## src/rtl/stc_div_cell.sv

```systemverilog
module stc_div_cell #(
    parameter int LANES = 1,
    parameter int RW    = 8,
    parameter int DW    = 8,
    parameter int QW    = 2,
    parameter int SHIFT = 0,
    parameter int SW    = 1
) (
    input  logic                        clk,
    input  logic                        rst_n,
    input  logic                        en,
    input  logic                        in_vld,
    input  logic [LANES-1:0][RW-1:0]    in_r,
    input  logic [LANES-1:0][QW-1:0]    in_q,
    input  logic [DW-1:0]               in_d,
    input  logic [SW-1:0]               in_side,
    output logic                        out_vld,
    output logic [LANES-1:0][RW-1:0]    out_r,
    output logic [LANES-1:0][QW-1:0]    out_q,
    output logic [DW-1:0]               out_d,
    output logic [SW-1:0]               out_side
);

    localparam logic [QW-1:0] Q_STEP = QW'(1) << SHIFT;

    logic [RW-1:0] d_shift;

    logic                     vld_reg;
    logic [LANES-1:0][RW-1:0] r_reg, r_next;
    logic [LANES-1:0][QW-1:0] q_reg, q_next;
    logic [DW-1:0]            d_reg;
    logic [SW-1:0]            side_reg;

    assign d_shift = RW'(in_d) << SHIFT;

    // one restoring step per lane against the shared divisor
    always_comb
    begin
        for (int l = 0; l < LANES; l++)
        begin
            if (in_r[l] >= d_shift)
            begin
                r_next[l] = in_r[l] - d_shift;
                q_next[l] = in_q[l] + Q_STEP;
            end
            else
            begin
                r_next[l] = in_r[l];
                q_next[l] = in_q[l];
            end
        end
    end

    always_ff @(posedge clk or negedge rst_n)
    begin
        if (!rst_n)
        begin
            vld_reg <= 1'b0;
        end
        else if (en)
        begin
            vld_reg <= in_vld;
        end
    end

    always_ff @(posedge clk)
    begin
        if (en)
        begin
            r_reg    <= r_next;
            q_reg    <= q_next;
            d_reg    <= in_d;
            side_reg <= in_side;
        end
    end

    assign out_vld  = vld_reg;
    assign out_r    = r_reg;
    assign out_q    = q_reg;
    assign out_d    = d_reg;
    assign out_side = side_reg;

endmodule

```

## config.mk

```make
export PLATFORM = sky130hd
export DESIGN_NAME = stc_div_cell
export DESIGN_NICKNAME = d
export VERILOG_FILES = /design/src/rtl/stc_div_cell.sv
export SDC_FILE = /design/constraint.sdc
export NUM_CORES = 1
export LEC_CHECK = 0
export ABC_AREA = 1
export BUFFER_PORTS_ARGS = -buffer_cell sky130_fd_sc_hd__buf_2
export CAP_MARGIN = 40
export CORE_MARGIN = 2
export CORE_UTILIZATION = 49
export DETAILED_ROUTE_END_ITERATION = 12
export GPL_TIMING_DRIVEN = 1
export PLACE_DENSITY = 0.87
export SYNTH_ARGS = -nofsm -noshare
export SYNTH_HDL_FRONTEND = slang
export SYNTH_SLANG_ARGS = --single-unit
```

## constraint.sdc

```tcl
create_clock -name clk -period 1 [get_ports clk]
set_input_delay 0.1 -clock clk [delete_from_list [all_inputs] [get_ports clk]]
set_output_delay 0.1 -clock clk [all_outputs]
set_load 0.03 [all_outputs]
```

==> results.json <==
{
  "status": "finished, violations left",
  "violations": "negative setup slack",
  "cts_buffers": 3,
  "drv_cap": 0,
  "num_io_pins": 43,
  "synth-xor-area-share_pct": 2.141,
  "clk_path_buf_depth": 2,
  "cp_common_cell": "nand3_4",
  "syn_area_um2": 1227,
  "antenna_found_initial": 0,
  "overflow": 0,
  "rows": 18,
  "cp_top_family": "simple AND/OR/NAND/NOR gates",
  "area_growth_pct": 63.00,
  "start_util_pct": 50.46,
  "detail-route-antenna-nets": 0,
  "layout-drive-gt1-share_pct": 49.30,
  "critPathLaunchType": "primary input",
  "worst_ir_drop_vdd_mv": 1.049,
  "grt_max_degree": 12,
  "cp_max_fo": 6,
  "hold_viol_final": 0,
  "vias_per_cell": 5.506,
  "synth.most_common_cell": "nand2_1",
  "synth_compound_area_share_pct": 2.854,
  "relSlewSlack_pct": 81.29,
  "worstHoldStart": "in_d[4]",
  "grt_usage_pct": 30.09,
  "worst_slew_pin_slew_ns": 0.2796,
  "power.density_nw_per_um2": 1307,
  "cts_tree": "yes",
  "hold_class": "in2reg",
  "path_cells": "buf_8 -> inv_12 -> ha_4 -> inv_4 -> fa_2 -> nand2_2 -> nand2_4 -> nand3_4 -> nand3_4 -> buf_6 -> nand3b_4 -> nand2_1",
  "syn_inst": 132,
  "synth_area_per_cell_um2": 9.299,
  "ys_seq_area_share_pct": 48.52,
  "yosysTopAreaCell": "edfxtp_1",
  "post-dp-hpwl_um": 2676,
  "ys_types": 25,
  "grt_pass1_vias": 1307,
  "critPathLaunch": "in_r[0]",
  "fmax_mhz": 713.1,
  "ys_ff_latch": 20,
  "power_mw": 2.614,
  "synthAdderAreaFrac_pct": 9.786,
  "grt_pass1_wl_um": 6099,
  "die_w_um": 54.05,
  "cp.buffers_inverters": 4,
  "synth_area_leaders": "edfxtp_1 46%, nand2_1 13%, ha_1 8.2%",
  "io_buffers": 42,
  "setup_ws_ns": -0.4024,
  "period_share_pct": 140.2,
  "post-synth-top-area-fraction_pct": 46.48,
  "cts.sinks": 20,
  "final_area_um2": 2001,
  "core_area_um2": 2432,
  "path_class": "in2reg",
  "async_reset_ff_share_pct": 5.000,
  "clock_latency_ns": 0.30,
  "critPathArrivalTime_ns": 1.48,
  "r2r_setup_slack_ns": 0.24,
  "drc": 0,
  "critPathCaptureType": "flip-flop",
  "routabilityCongestion": 0.7899,
  "pre_cts_ws_ns": -0.7839,
  "setup_viol": 11,
  "rsz0062_at_grt": "yes",
  "synth_fp_nets": 164,
  "yosys.area_share.simple_pct": 27.83,
  "synth_edf_count": 19,
  "fin_skew_ns": 0,
  "clockRootBuffer": "clkbuf_4",
  "routedWlPerCell_um": 19.64,
  "reg2reg_from": "out_vld",
  "synth_flop_cell": "edfxtp_1",
  "clk_pin_slew_ns": 0.12,
  "num_vias": 1349,
  "drt_iter0_drc": 103,
  "antennaDiodeCount": 0,
  "die_height_um": 54.05,
  "cpPeakStageDelay_ns": 0.35,
  "drtPass1Iterations": 4,
  "placed_area_um2": 1718,
  "crit_slowest_cell": "fa_2",
  "tns_ns": -3.716,
  "fp.dieArea_um2": 2921,
  "layout_min_cycle_time_ns": 1.402,
  "h-tree-depth": 1,
  "critPathRequiredTime_ns": 1.07,
  "synth.mux.area_fraction_pct": 0.9174,
  "synthTopCellsByCount": "42 x nand2_1, 22 x inv_1, 19 x edfxtp_1",
  "nets": 248,
  "yosys_warnings": 0,
  "synth_top_family_by_area": "simple AND/OR/NAND/NOR gates",
  "leakagePower_nw": 1.010,
  "slew_viol_final": 0,
  "routed_wirelength_um": 4813
}
kinds of logic (layout without fill, tap and decap cells):
| group | count (synthesis) | in the layout |
|---|---|---|
| buffers and inverters | 24 | 107 |
| xor gates and xnor gates | 3 | 3 |
| muxes | 1 | 1 |
| AOI/OAI and AO/OA | 4 | 4 |
| adders and majority gates | 9 | 9 |
| and+or+nand+nor | 71 | 71 |
| DFF | 20 | 20 |
metrics by stage:
step	hold slack [ns]	util (%)	instances
global route	0.01700	82.25	245
finish	0.01646	82.25	245
global placement	-0.1257	70.63	230
detailed placement	-0.1204	70.63	230
CTS	0.007105	77.98	244
floorplan	-0.1956	-	132
final timing paths:
path / endpoint / depth (start not counted)
min in group asynchronous: out_vld / 2
max in group asynchronous: out_vld / 2
min reg2reg: out_vld / 1
max: out_q[1] / 12
min: out_d[4] / 1
max reg2reg: out_vld / 1
routing by layer:
metal | part of all wire, % | track usage (%) | routed length, µm | up-vias
met3 | 10 | 1.667 | 494 | 28
met5 | 0 | 0 | 0 | -
li1 | - | - | - | 594
met1 | 33 | 35.29 | 1610 | 617
met2 | 51 | 56.30 | 2443 | 110
met4 | 5.5 | 12.50 | 265 | 0
area by class of cell:
| class | count | area, µm² |
|---|---|---|
| Timing Repair Buffer | 80 | 601.8 |
| Clock buffer | 4 | 26.28 |
| Sequential cell | 20 | 595.6 |
| Inverter | 23 | 101.3 |
| Multi-Input combinational cell | 88 | 638.1 |
| Fill cell | 111 | 431.7 |
| Tap cell | 30 | 37.54 |
report_power, final:
group / internal [mW] / switching [mW] / leakage (nW)
clock: 0.156 / 0.251 / 0.0150
combinational: 0.467 / 0.673 / 0.798
sequential: 1.03 / 0.0373 / 0.197
what timing repair did:
| action | 4_1_cts | 5_1_grt |
|---|---|---|
| gates resized for setup | 13 | 39 |
| endpoints found under the hold margin | 8 | 0 |
| pin swaps | 7 | 1 |
| endpoints found under the setup margin | 10 | 21 |
| setup buffers | 2 | 1 |
| hold buffers | 8 | 0 |
flip-flops by register name, indices dropped and copies added (netlist names):
signal	flops
out_side	1
out_vld	1
out_d	8
out_r	8
out_q	2
layout by cell type, fill, tap and decap left out, types with 2 or more instances in the layout:
| cell type | instances |
|---|---|
| buf_2 | 30 |
| buf_4 | 28 |
| buf_6 | 13 |
| clkbuf_4 | 3 |
| dlygate4sd3_1 | 8 |
| edfxtp_1 | 19 |
| ha_1 | 6 |
| ha_4 | 2 |
| inv_1 | 20 |
| nand2_1 | 34 |
| nand2_2 | 8 |
| nand2_4 | 2 |
| nand3_1 | 8 |
| nand3_2 | 6 |
| nand3_4 | 2 |
| nand3b_1 | 2 |
| nor2_1 | 4 |
| xor2_1 | 2 |
Power figures use the tool's default switching activity.
