--- config.mk ---
export PLATFORM = sky130hd
export DESIGN_NAME = stc_front
export DESIGN_NICKNAME = d
export VERILOG_FILES = /design/src/rtl/stc_pkg.sv /design/src/rtl/stc_front.sv
export SDC_FILE = /design/constraint.sdc
export NUM_CORES = 1
export LEC_CHECK = 0
export BUFFER_PORTS_ARGS = -buffer_cell sky130_fd_sc_hd__buf_4
export CAP_MARGIN = 20
export CORE_MARGIN = 2
export CORE_UTILIZATION = 40
export DETAILED_ROUTE_END_ITERATION = 12
export PLACE_DENSITY = 0.75
export SYNTH_ARGS = -nofsm -noshare
export SYNTH_HDL_FRONTEND = slang
export SYNTH_SLANG_ARGS = --single-unit
--- constraint.sdc ---
create_clock -name clk -period 0.8 [get_ports clk]
set_input_delay 0.12 -clock clk [delete_from_list [all_inputs] [get_ports clk]]
set_output_delay 0.12 -clock clk [all_outputs]
set_load 0.01 [all_outputs]
--- src/rtl/stc_pkg.sv ---
package stc_pkg;

    localparam int VALUE_WIDTH_DEFAULT   = 32;
    localparam int FRACTION_BITS_DEFAULT = 16;

    localparam int STOP_COUNT = 5;
    localparam int COLOR_W    = 8;
    localparam int CFG_INDEX_W = 2;

    localparam logic [CFG_INDEX_W-1:0] REG_RANGE_MINIMUM = 2'd0;
    localparam logic [CFG_INDEX_W-1:0] REG_RANGE_MAXIMUM = 2'd1;

    localparam logic [COLOR_W-1:0] ALPHA_VALID = 8'd166;

    // index division: two restoring steps give the stop index 0..3
    localparam int IDX_STEPS = 2;
    localparam int IDX_QW    = 2;

    // channel division: nine restoring steps, three lanes (red, green, blue)
    localparam int CH_LANES      = 3;
    localparam int CH_STEPS      = 9;
    localparam int CH_QW         = 9;
    localparam int CH_EXTRA_BITS = 10;

    localparam logic [COLOR_W-1:0] STOP_RGB [0:STOP_COUNT-1][0:CH_LANES-1] = '{
        '{8'd68,  8'd1,   8'd84},
        '{8'd59,  8'd82,  8'd139},
        '{8'd33,  8'd145, 8'd140},
        '{8'd94,  8'd201, 8'd98},
        '{8'd253, 8'd231, 8'd37}
    };

    function automatic logic [COLOR_W-1:0] stop_level(logic [2:0] idx, logic [1:0] ch);
        logic [COLOR_W-1:0] level;
        level = '0;
        if ((int'(idx) < STOP_COUNT) && (int'(ch) < CH_LANES))
        begin
            level = STOP_RGB[idx][ch];
        end
        return level;
    endfunction

endpackage

--- src/rtl/stc_front.sv ---
module stc_front #(
    parameter int VALUE_WIDTH = stc_pkg::VALUE_WIDTH_DEFAULT
) (
    input  logic                   clk,
    input  logic                   rst_n,
    input  logic                   en,
    input  logic                   in_vld,
    input  logic [VALUE_WIDTH-1:0] cell_value,
    input  logic                   cell_valid,
    input  logic [VALUE_WIDTH-1:0] range_minimum,
    input  logic [VALUE_WIDTH-1:0] range_maximum,
    output logic                   out_vld,
    output logic                   out_valid_cell,
    output logic [VALUE_WIDTH-1:0] out_den,
    output logic [VALUE_WIDTH+1:0] out_scaled
);

    localparam int W = VALUE_WIDTH;

    logic signed [W:0] v_ext;
    logic signed [W:0] lo_ext;
    logic signed [W:0] hi_ext;
    logic signed [W:0] span;
    logic signed [W:0] offset;
    logic              range_empty;
    logic              at_or_below;
    logic              at_or_above;

    logic           vld_reg;
    logic           valid_cell_reg, valid_cell_next;
    logic [W-1:0]   den_reg, den_next;
    logic [W+1:0]   scaled_reg, scaled_next;

    assign v_ext  = $signed({cell_value[W-1], cell_value});
    assign lo_ext = $signed({range_minimum[W-1], range_minimum});
    assign hi_ext = $signed({range_maximum[W-1], range_maximum});

    assign span   = hi_ext - lo_ext;
    assign offset = v_ext - lo_ext;

    assign range_empty = (hi_ext <= lo_ext);
    assign at_or_below = (v_ext <= lo_ext);
    assign at_or_above = (v_ext >= hi_ext);

    // end points map to den 1: scaled 0 gives stop 0, 2 gives stop 2,
    // 4 gives index 3 with remainder equal to den, i.e. stop 4 exactly
    always_comb
    begin
        valid_cell_next = cell_valid;
        den_next        = W'(1);
        scaled_next     = '0;
        if (!cell_valid || (!range_empty && at_or_below))
        begin
            scaled_next = '0;
        end
        else if (range_empty)
        begin
            scaled_next = (W+2)'(2);
        end
        else if (at_or_above)
        begin
            scaled_next = (W+2)'(4);
        end
        else
        begin
            den_next    = span[W-1:0];
            scaled_next = {offset[W-1:0], 2'b00};
        end
    end

    always_ff @(posedge clk or negedge rst_n)
    begin
        if (!rst_n)
        begin
            vld_reg <= 1'b0;
        end
        else if (en)
        begin
            vld_reg <= in_vld;
        end
    end

    always_ff @(posedge clk)
    begin
        if (en)
        begin
            valid_cell_reg <= valid_cell_next;
            den_reg        <= den_next;
            scaled_reg     <= scaled_next;
        end
    end

    assign out_vld        = vld_reg;
    assign out_valid_cell = valid_cell_reg;
    assign out_den        = den_reg;
    assign out_scaled     = scaled_reg;

endmodule

==> flow_summary.json <==
{
  "htreeDepth": 3,
  "die_x_microns": 134,
  "start_util_pct": 40.9,
  "die_h_microns": 134,
  "fill_cells": 1304,
  "synthTopCellsByCount": "ha_1 (96), nor2_1 (86), inv_1 (76)",
  "area_growth_pct": 66.6,
  "wl_per_cell_microns": 16.8,
  "fin_nets": 1427,
  "multiInputGateArea_sq_mm": 0.00467,
  "p_comb_share_pct": 47.5,
  "min_path_type": "primary input to flop",
  "power.share.clock_pct": 24.4,
  "internal-power_mw": 10.6,
  "yosysTopAreaCell": "edfxtp_1",
  "synth_top_area_share_pct": 29.2,
  "netlist_area_sq_mm": 0.00678,
  "violations": "negative setup slack",
  "synth_enable_flop_cells": 66,
  "cellLeakagePower_nw": 5.57,
  "max_freq_mhz": 399,
  "synth-seq-cells": 67,
  "num_antenna_cells": 0,
  "syn_area_per_cell_sq_um": 8.62,
  "skew_ps": 0,
  "place_hpwl_microns": 19500,
  "max_cap_viol_count": 0,
  "pin_count": 169,
  "end_kind": "flop",
  "crit_arrival_ps": 2590,
  "ys_async_sr_fraction_pct": 1.49,
  "yosysMostFrequentCell": "ha_1",
  "ys_seq_area_share_pct": 29.6,
  "cts_buffer_depth": 2,
  "netlist_top_cells_area": "edfxtp_1 (29%), ha_1 (18%), a21o_1 (4.8%)",
  "p_sw_mw": 5.07,
  "insertion_delay_ps": 340,
  "cp_max_fo": 7,
  "via_per_inst": 5.29,
  "num_vias": 7690,
  "hold_ws_ps": 15.2,
  "drive_above_1_share_pct": 41.9,
  "drt-pass1-iter-count": 5,
  "synth-main-ff-cell": "edfxtp_1",
  "clock_sinks": 67,
  "drt_wl_total_microns": 24500,
  "antenna_found_initial": 0,
  "syn_inst": 787,
  "drc_errors": 0,
  "cts_buffers": 9,
  "ant_nets": 0,
  "rsz0062_at_grt": "yes",
  "tritoncts": "built",
  "grt_pass1_vias": 7819,
  "fin_total_pwr_mw": 15.7,
  "synth_nets": 986,
  "seq_area_sq_mm": 0.00201,
  "grt_overflow": 0,
  "grt_max_degree": 34,
  "coreArea_sq_mm": 0.0166,
  "grt_usage_pct": 26.6,
  "place.gp.congestion": 0.980,
  "post-route-util_pct": 68.1,
  "p_sw_share_pct": 32.3,
  "portBuffers": 167,
  "cp-start-kind": "primary input",
  "yosysWarningCount": 0,
  "setup_slack_ps": -1700,
  "slew_viol_final": 0,
  "root_buffer": "clkbuf_16",
  "p_per_area_mw_per_mm2": 1390,
  "post-route-period-util_pct": 313,
  "grt_pass1_wl_microns": 38100,
  "crit_type": "primary input to flop",
  "cp_data_required_time_ps": 890,
  "hold_violations": 0,
  "row_count": 47,
  "first_iter_violations": 498,
  "period_needed_ps": 2500,
  "clkTransAtPathRegs_ps": 50,
  "setup_viol": 132,
  "setup_tns_ps": -119450,
  "seqPwrFrac_pct": 28.1,
  "vdd_drop_max_mv": 0.849,
  "rrSetupSlack_ps": 40,
  "status": "complete, but fails checks",
  "synthDistinctLibCells": 64,
  "fp.dieArea_sq_mm": 0.0180
}
==> worst max-delay path: stages <==
cell and delay [ps]:
buf_6 100, inv_4 50, ha_4 120, fa_2 240, nor2b_4 50, o31a_1 320
or4_4 430, and3_4 180, a211o_1 310, nand3_2 90, a211oi_4 80, nand3_4 100
buf_4 160, clkbuf_16 160, nor2_1 50
==> power by group through the flow <==
stage          Sequential [mW]  Clock, mW  Combinational (mW)
3_3_place_gp              4.43          0                6.57
5_1_grt                   4.44       4.02                8.06
4_1_cts                   4.39       3.89                7.12
2_1_floorplan             4.59          0                3.13
6_report                  4.41       3.83                7.46
3_5_place_dp              4.42          0                6.68
==> flip-flops by register name, summed over array words and instances (netlist names) <==
name            flops
out_scaled         33
out_den            32
out_valid_cell      1
out_vld             1
==> metal layers <==
metal,vias up,share of wire [%],track usage (%)
li1,3767,-,-
met1,3557,43,33.5
met2,278,47,43.9
met3,88,4.2,3.06
met4,0,6.0,16.0
met5,-,0,0
==> timing repair <==
action	CTS	global route
hold buffers	2	0
hold endpoints to repair	2	0
pin swaps	9	24
endpoints found under the setup margin	132	132
cloned	1	2
setup buffers	9	7
resized for setup	68	41
==> final cells by class <==
cell class | count | area share [%]
flip-flops and latches | 67 | 17.8
clock buffers | 13 | 2.13
clock inverters | 3 | 0.343
repair buffers | 455 | 33.3
well taps | 220 | 2.44
inverters | 76 | 2.68
multi-input cells | 619 | 41.4
==> cell families after synthesis <==
family,after synthesis,share of synthesized area (%)
and+or+nand+nor,244,17.6
AOI/OAI and AO/OA,229,22.5
buffers and inverters,101,5.85
adders and majority gates,98,18.3
DFF,67,29.6
xor gates and xnor gates,46,5.94
other,1,0.0553
muxes,1,0.166
==> cells in the final DEF (no fill, tap or decap), types with 4 or more instances in the layout <==
master and count:
buf_4 383, ha_1 91, nor2_1 84, inv_1 72, edfxtp_1 66, buf_6 61
a21oi_1 59, a21o_1 43, nand2_1 42, o21ai_0 32, xor2_1 25, nand3_1 21
xnor2_1 20, nor3_1 15, nand4_1 14, a31oi_1 14, nor2b_1 11, and3_1 11
nand2b_1 11, clkbuf_16 11, o21a_1 7, o211ai_1 6, o21bai_1 6, a211oi_1 5
ha_4 5, buf_12 5, o21ai_1 4, a21oi_2 4, or3_1 4, o31a_1 4
a211o_1 4, and4_1 4, a2111oi_4 4, clkbuf_1 4
==> worst paths after layout <==
check,cells past startpoint,endpoint,from
worst max-delay path,15,out_den[19],cell_value[0]
worst min-delay path,2,out_vld,in_vld
worst max register to register,1,out_vld,out_vld
worst min register to register,1,out_vld,out_vld
max in group asynchronous,2,out_vld,rst_n
min in group asynchronous,2,out_vld,rst_n
==> per-stage QoR <==
stage	setup WS, ps	instance area, sq um	instances
2_1_floorplan	-1740	6940	787
3_3_place_gp	-2070	10400	1420
3_5_place_dp	-2150	10400	1420
4_1_cts	-1690	11100	1447
5_1_grt	-1790	11300	1453
6_report	-1700	11300	1453
Note: power is estimated with default switching activity, not from simulation.
