`config.mk`:
```
export PLATFORM = sky130hd
export DESIGN_NAME = stc_blend
export DESIGN_NICKNAME = d
export VERILOG_FILES = /design/src/rtl/stc_pkg.sv /design/src/rtl/stc_blend.sv
export SDC_FILE = /design/constraint.sdc
export NUM_CORES = 2
export LEC_CHECK = 0
export BUFFER_PORTS_ARGS = -buffer_cell sky130_fd_sc_hd__clkbuf_2
export CORE_ASPECT_RATIO = 0.9
export CORE_UTILIZATION = 55
export CTS_CLUSTER_SIZE = 40
export DETAILED_ROUTE_END_ITERATION = 10
export PLACE_DENSITY_LB_ADDON = 0.05
export SLEW_MARGIN = 10
export SYNTH_ARGS = -nofsm -noshare
export SYNTH_HDL_FRONTEND = slang
export SYNTH_SLANG_ARGS = --single-unit
```
`constraint.sdc`:
```
create_clock -name clk -period 0.9 [get_ports clk]
set_input_delay 0.09 -clock clk [delete_from_list [all_inputs] [get_ports clk]]
set_output_delay 0.09 -clock clk [all_outputs]
set_load 0.02 [all_outputs]
```
`src/rtl/stc_pkg.sv`:
```
package stc_pkg;

    localparam int VALUE_WIDTH_DEFAULT   = 32;
    localparam int FRACTION_BITS_DEFAULT = 16;

    localparam int STOP_COUNT = 5;
    localparam int COLOR_W    = 8;
    localparam int CFG_INDEX_W = 2;

    localparam logic [CFG_INDEX_W-1:0] REG_RANGE_MINIMUM = 2'd0;
    localparam logic [CFG_INDEX_W-1:0] REG_RANGE_MAXIMUM = 2'd1;

    localparam logic [COLOR_W-1:0] ALPHA_VALID = 8'd166;

    // index division: two restoring steps give the stop index 0..3
    localparam int IDX_STEPS = 2;
    localparam int IDX_QW    = 2;

    // channel division: nine restoring steps, three lanes (red, green, blue)
    localparam int CH_LANES      = 3;
    localparam int CH_STEPS      = 9;
    localparam int CH_QW         = 9;
    localparam int CH_EXTRA_BITS = 10;

    localparam logic [COLOR_W-1:0] STOP_RGB [0:STOP_COUNT-1][0:CH_LANES-1] = '{
        '{8'd68,  8'd1,   8'd84},
        '{8'd59,  8'd82,  8'd139},
        '{8'd33,  8'd145, 8'd140},
        '{8'd94,  8'd201, 8'd98},
        '{8'd253, 8'd231, 8'd37}
    };

    function automatic logic [COLOR_W-1:0] stop_level(logic [2:0] idx, logic [1:0] ch);
        logic [COLOR_W-1:0] level;
        level = '0;
        if ((int'(idx) < STOP_COUNT) && (int'(ch) < CH_LANES))
        begin
            level = STOP_RGB[idx][ch];
        end
        return level;
    endfunction

endpackage

```
`src/rtl/stc_blend.sv`:
```
module stc_blend #(
    parameter int VALUE_WIDTH = stc_pkg::VALUE_WIDTH_DEFAULT
) (
    input  logic                       clk,
    input  logic                       rst_n,
    input  logic                       en,
    input  logic                       in_vld,
    input  logic [stc_pkg::IDX_QW-1:0] lower,
    input  logic [VALUE_WIDTH-1:0]     rem,
    input  logic [VALUE_WIDTH-1:0]     den,
    input  logic                       valid_cell,
    output logic                       out_vld,
    output logic [stc_pkg::CH_LANES-1:0][VALUE_WIDTH+stc_pkg::CH_EXTRA_BITS-1:0] out_y,
    output logic [stc_pkg::CH_LANES-1:0][stc_pkg::CH_QW-1:0] out_q,
    output logic [VALUE_WIDTH:0]       out_d,
    output logic [stc_pkg::COLOR_W-1:0] out_alpha
);

    localparam int W     = VALUE_WIDTH;
    localparam int LANES = stc_pkg::CH_LANES;
    localparam int RW    = W + stc_pkg::CH_EXTRA_BITS;
    localparam int QW    = stc_pkg::CH_QW;
    localparam int YW    = W + 12;
    localparam int CW    = stc_pkg::COLOR_W;

    logic [2:0]                 lo_idx;
    logic [2:0]                 hi_idx;
    logic [CW-1:0]              lo_lvl [LANES];
    logic [CW-1:0]              hi_lvl [LANES];
    logic signed [CW:0]         diff [LANES];
    logic signed [W+CW+1:0]     prod [LANES];
    logic signed [YW-1:0]       y_full [LANES];
    logic signed [YW-1:0]       den_ext;

    logic                       vld_reg;
    logic [LANES-1:0][RW-1:0]   y_reg, y_next;
    logic [LANES-1:0][QW-1:0]   q_reg, q_next;
    logic [W:0]                 d_reg;
    logic [CW-1:0]              alpha_reg, alpha_next;

    assign lo_idx  = {1'b0, lower};
    assign hi_idx  = lo_idx + 3'd1;
    assign den_ext = $signed(YW'(den));

    // numerator 2*(hi-lo)*rem + 513*den over divisor 2*den; the offset of
    // 256 keeps it positive and drops out of the low eight bits
    always_comb
    begin
        for (int l = 0; l < LANES; l++)
        begin
            lo_lvl[l] = valid_cell ? stc_pkg::stop_level(lo_idx, 2'(l)) : '0;
            hi_lvl[l] = valid_cell ? stc_pkg::stop_level(hi_idx, 2'(l)) : '0;
            diff[l]   = $signed({1'b0, hi_lvl[l]}) - $signed({1'b0, lo_lvl[l]});
            prod[l]   = diff[l] * $signed({1'b0, rem});
            y_full[l] = (YW'(prod[l]) <<< 1) + (den_ext <<< 9) + den_ext;
            y_next[l] = y_full[l][RW-1:0];
            q_next[l] = QW'(lo_lvl[l]);
        end
        alpha_next = valid_cell ? stc_pkg::ALPHA_VALID : '0;
    end

    always_ff @(posedge clk or negedge rst_n)
    begin
        if (!rst_n)
        begin
            vld_reg <= 1'b0;
        end
        else if (en)
        begin
            vld_reg <= in_vld;
        end
    end

    always_ff @(posedge clk)
    begin
        if (en)
        begin
            y_reg     <= y_next;
            q_reg     <= q_next;
            d_reg     <= {den, 1'b0};
            alpha_reg <= alpha_next;
        end
    end

    assign out_vld   = vld_reg;
    assign out_y     = y_reg;
    assign out_q     = q_reg;
    assign out_d     = d_reg;
    assign out_alpha = alpha_reg;

endmodule

```
==> summary.md <==
| Metric | Value |
|---|---|
| Slowest stage delay, CP | 0.59 ns |
| Die area | 77,130 um2 |
| Clock sinks | 166 |
| Worst-path maximum fanout | 4 |
| Crit path launch type | input pin |
| Largest delay share family, worst path | adder cells |
| Core area | 74,880 um2 |
| Nets | 6,888 |
| Period utilization | 1034% |
| Num CTS Buffers | 17 |
| DR pass1 iterations | 5 |
| Seq/Total Area, Yosys | 11.91% |
| Max-cap viol count | 0 |
| DRC marker count from the first detailed-route iteration | 2,075 |
| Largest area contributor in the netlist | fa_1 |
| Worst-margin pin slew | 0.6214 ns |
| H-tree Lvls | 4 |
| Fin Hold WS | -0.01080 ns |
| Worst-path clk slew | 0.08 ns |
| Slowest CP cell | fa_1 |
| Post-synth EDFFs | 165 |
| Failing checks | hold timing, setup timing |
| Critical path class | input pin to flop |
| Via count | 35,950 |
| Root buffer cell | clkbuf_16 |
| Diodes inserted | 0 |
| Antenna-violating nets left | 0 |
| Residual DRC count | 0 |
| Row cnt | 95 |
| Setup Viol. Count Final | 308 |
| Syn Area/Cell | 9.511 um2 |
| Top cell by count, worst path | fa_1 |
| Port Buffers | 254 |
| WP buf/inv | 9 |
| Synth async-reset ratio | 0.6024% |
| CTS max path bufs | 2 |
| Die X | 292.6 um |
| RSZ-0062 raised after global routing | yes |
| Final Worst Setup Slack | -8.406 ns |
| Final Max Slew Viols | 0 |
| Status | finished, violations left |
| Final min period | 9.306 ns |
| Synth area leaders | fa_1 (34%), ha_1 (14%), edfxtp_1 (12%), inv_1 (5.9%), and2_1 (5.9%) |
| Synth top cells by count | fa_1 (708), inv_1 (661), ha_1 (484) |
| Setup TNS | -862.28 ns |
| Crit path required time | 1.13 ns |
| Grt ovf | 0 |
| Post-synth design cell area | 41,810 um2 |
| Top-level I/O count | 266 |
| Slew margin rel. | 58.30% |
| Gr usage total | 33.10% |
| Hold Path Class | input pin to flop |
| Hold-fix buffer count after cts | 20 |
| Yosys warning total | 0 |
| Netlist cell types | 92 |
| WP data arrival | 9.53 ns |
| Inst Count DP | 6,462 |
| Fillcell total | 5,426 |
| Final Util | 76.32% |
| WL final | 128,800 um |
| Count leader, synth | fa_1 |
| DP Wirelength | 103,900 um |
| Clk_lat worst skew | 0.49 ns |
| Avg WL per Cell | 19.49 um |
| Setup Skew | 0 ns |
| Finished Layout Cells | 6,608 |
| Number of global-route vias before repair | 36,990 |
| Share of the synthesized area in the top cell type | 33.90% |
| Layout cells sized above 1 | 35.21% |
| Area Overhead vs Synth | 36.69% |
| Initial antenna violation count | 0 |
| Cells after Synth | 4,396 |
| Initial Utilization | 55.83% |
| Setup crit end kind | flop |
| Die Span Y | 263.6 um |
| CTS tree | yes |
| RD Place Congestion | 0.9368 |
| Hold Violations, Final | 1 |
| Routed vias/inst | 5.441 |
| First-pass GRT wire length | 197,900 um |
| Main synth FF type | edfxtp_1 |
| Largest net degree at the start of global routing | 34 |
| Yosys reg bits | 166 |
| Highest Clock Rate | 107.5 MHz |
cell usage in the layout, fill, tap and decap left out, types with 30 or more instances in the layout:
cell type,instances
a21o_1,134
and2_1,390
o21a_1,33
buf_4,1007
nor2b_1,63
nand2b_1,146
xnor2_2,42
ha_1,379
clkbuf_2,252
nor2_1,141
ha_4,97
inv_2,34
buf_6,79
xnor2_1,108
xor2_1,47
o21ai_2,31
nand2_1,319
edfxtp_1,165
fa_1,697
inv_1,625
o21ai_0,45
a21oi_1,107
buf_12,30
a21oi_2,68
path summary, 6_finish.rpt:
kind                                     start             endpoint  slack [ns]  depth (start not counted)
setup / recovery                      lower[0]  out_y[82]$_DFFE_PP_       -8.41                         44
hold / removal                          den[1]  out_y[43]$_DFFE_PP_       -0.01                          2
setup reg to reg           out_vld$_DFFE_PN0P_  out_vld$_DFFE_PN0P_        0.14                          1
hold reg to reg            out_vld$_DFFE_PN0P_  out_vld$_DFFE_PN0P_        0.54                          1
max in group asynchronous                rst_n  out_vld$_DFFE_PN0P_        0.34                          3
min in group asynchronous                rst_n  out_vld$_DFFE_PN0P_        0.46                          3
sequential cells by signal, indices dropped and copies added (netlist names):
name	cells
out_alpha	1
out_y	124
out_vld	1
out_q	9
out_d	31
per-stage QoR:
step	setup slack (ns)	cell area (um2)	hold slack [ns]
detailed placement	-9.005	52170	-0.1324
finish	-8.406	57150	-0.01080
global placement	-8.835	52170	-0.1357
global route	-8.707	57150	-0.003901
floorplan	-8.240	42490	-0.2056
CTS	-8.190	55490	-0.03885
kinds of logic (layout without fill, tap and decap cells):
logic type               after synthesis  count (layout)  share of synthesized area, %
adder cells (fa/ha/maj)             1192            1192                         48.38
AO/OA/AOI/OAI                        639             639                         10.39
flip-flops                           166             166                         11.91
buffers and inverters                857            2088                         7.966
other                                  1              11                      0.008969
AND/OR/NAND/NOR                     1307            1307                         16.38
XOR/XNOR                             227             228                         4.788
multiplexers                           7               7                        0.1706
layout make-up:
class                      count  area (um2)  share of cell area (%)
multi-input combinational   3384       37300                   65.27
timing repair buffer        1395       10610                   18.56
sequential                   166        4980                   8.713
inverter                     661        2487                   4.352
tap                          970        1214                   2.124
clock buffer                  17       425.4                  0.7443
clock inverter                15       138.9                  0.2430
what timing repair did:
item,CTS,global route
endpoints found under the setup margin,307,308
pin swaps,208,203
cloned,2,2
buffers inserted,81,42
resized for setup,365,273
endpoints found under the hold margin,20,1
per-layer routing:
metal  share of wire [%]  global-route usage, %
met1                  38                  40.35
met2                  53                  59.83
met3                 4.2                  3.115
met4                 4.7                  13.58
met5                   0                      0
Power is left out: the tool's default activity adds up to more than one toggle a clock period on the data nets, which glitch-free logic cannot reach.
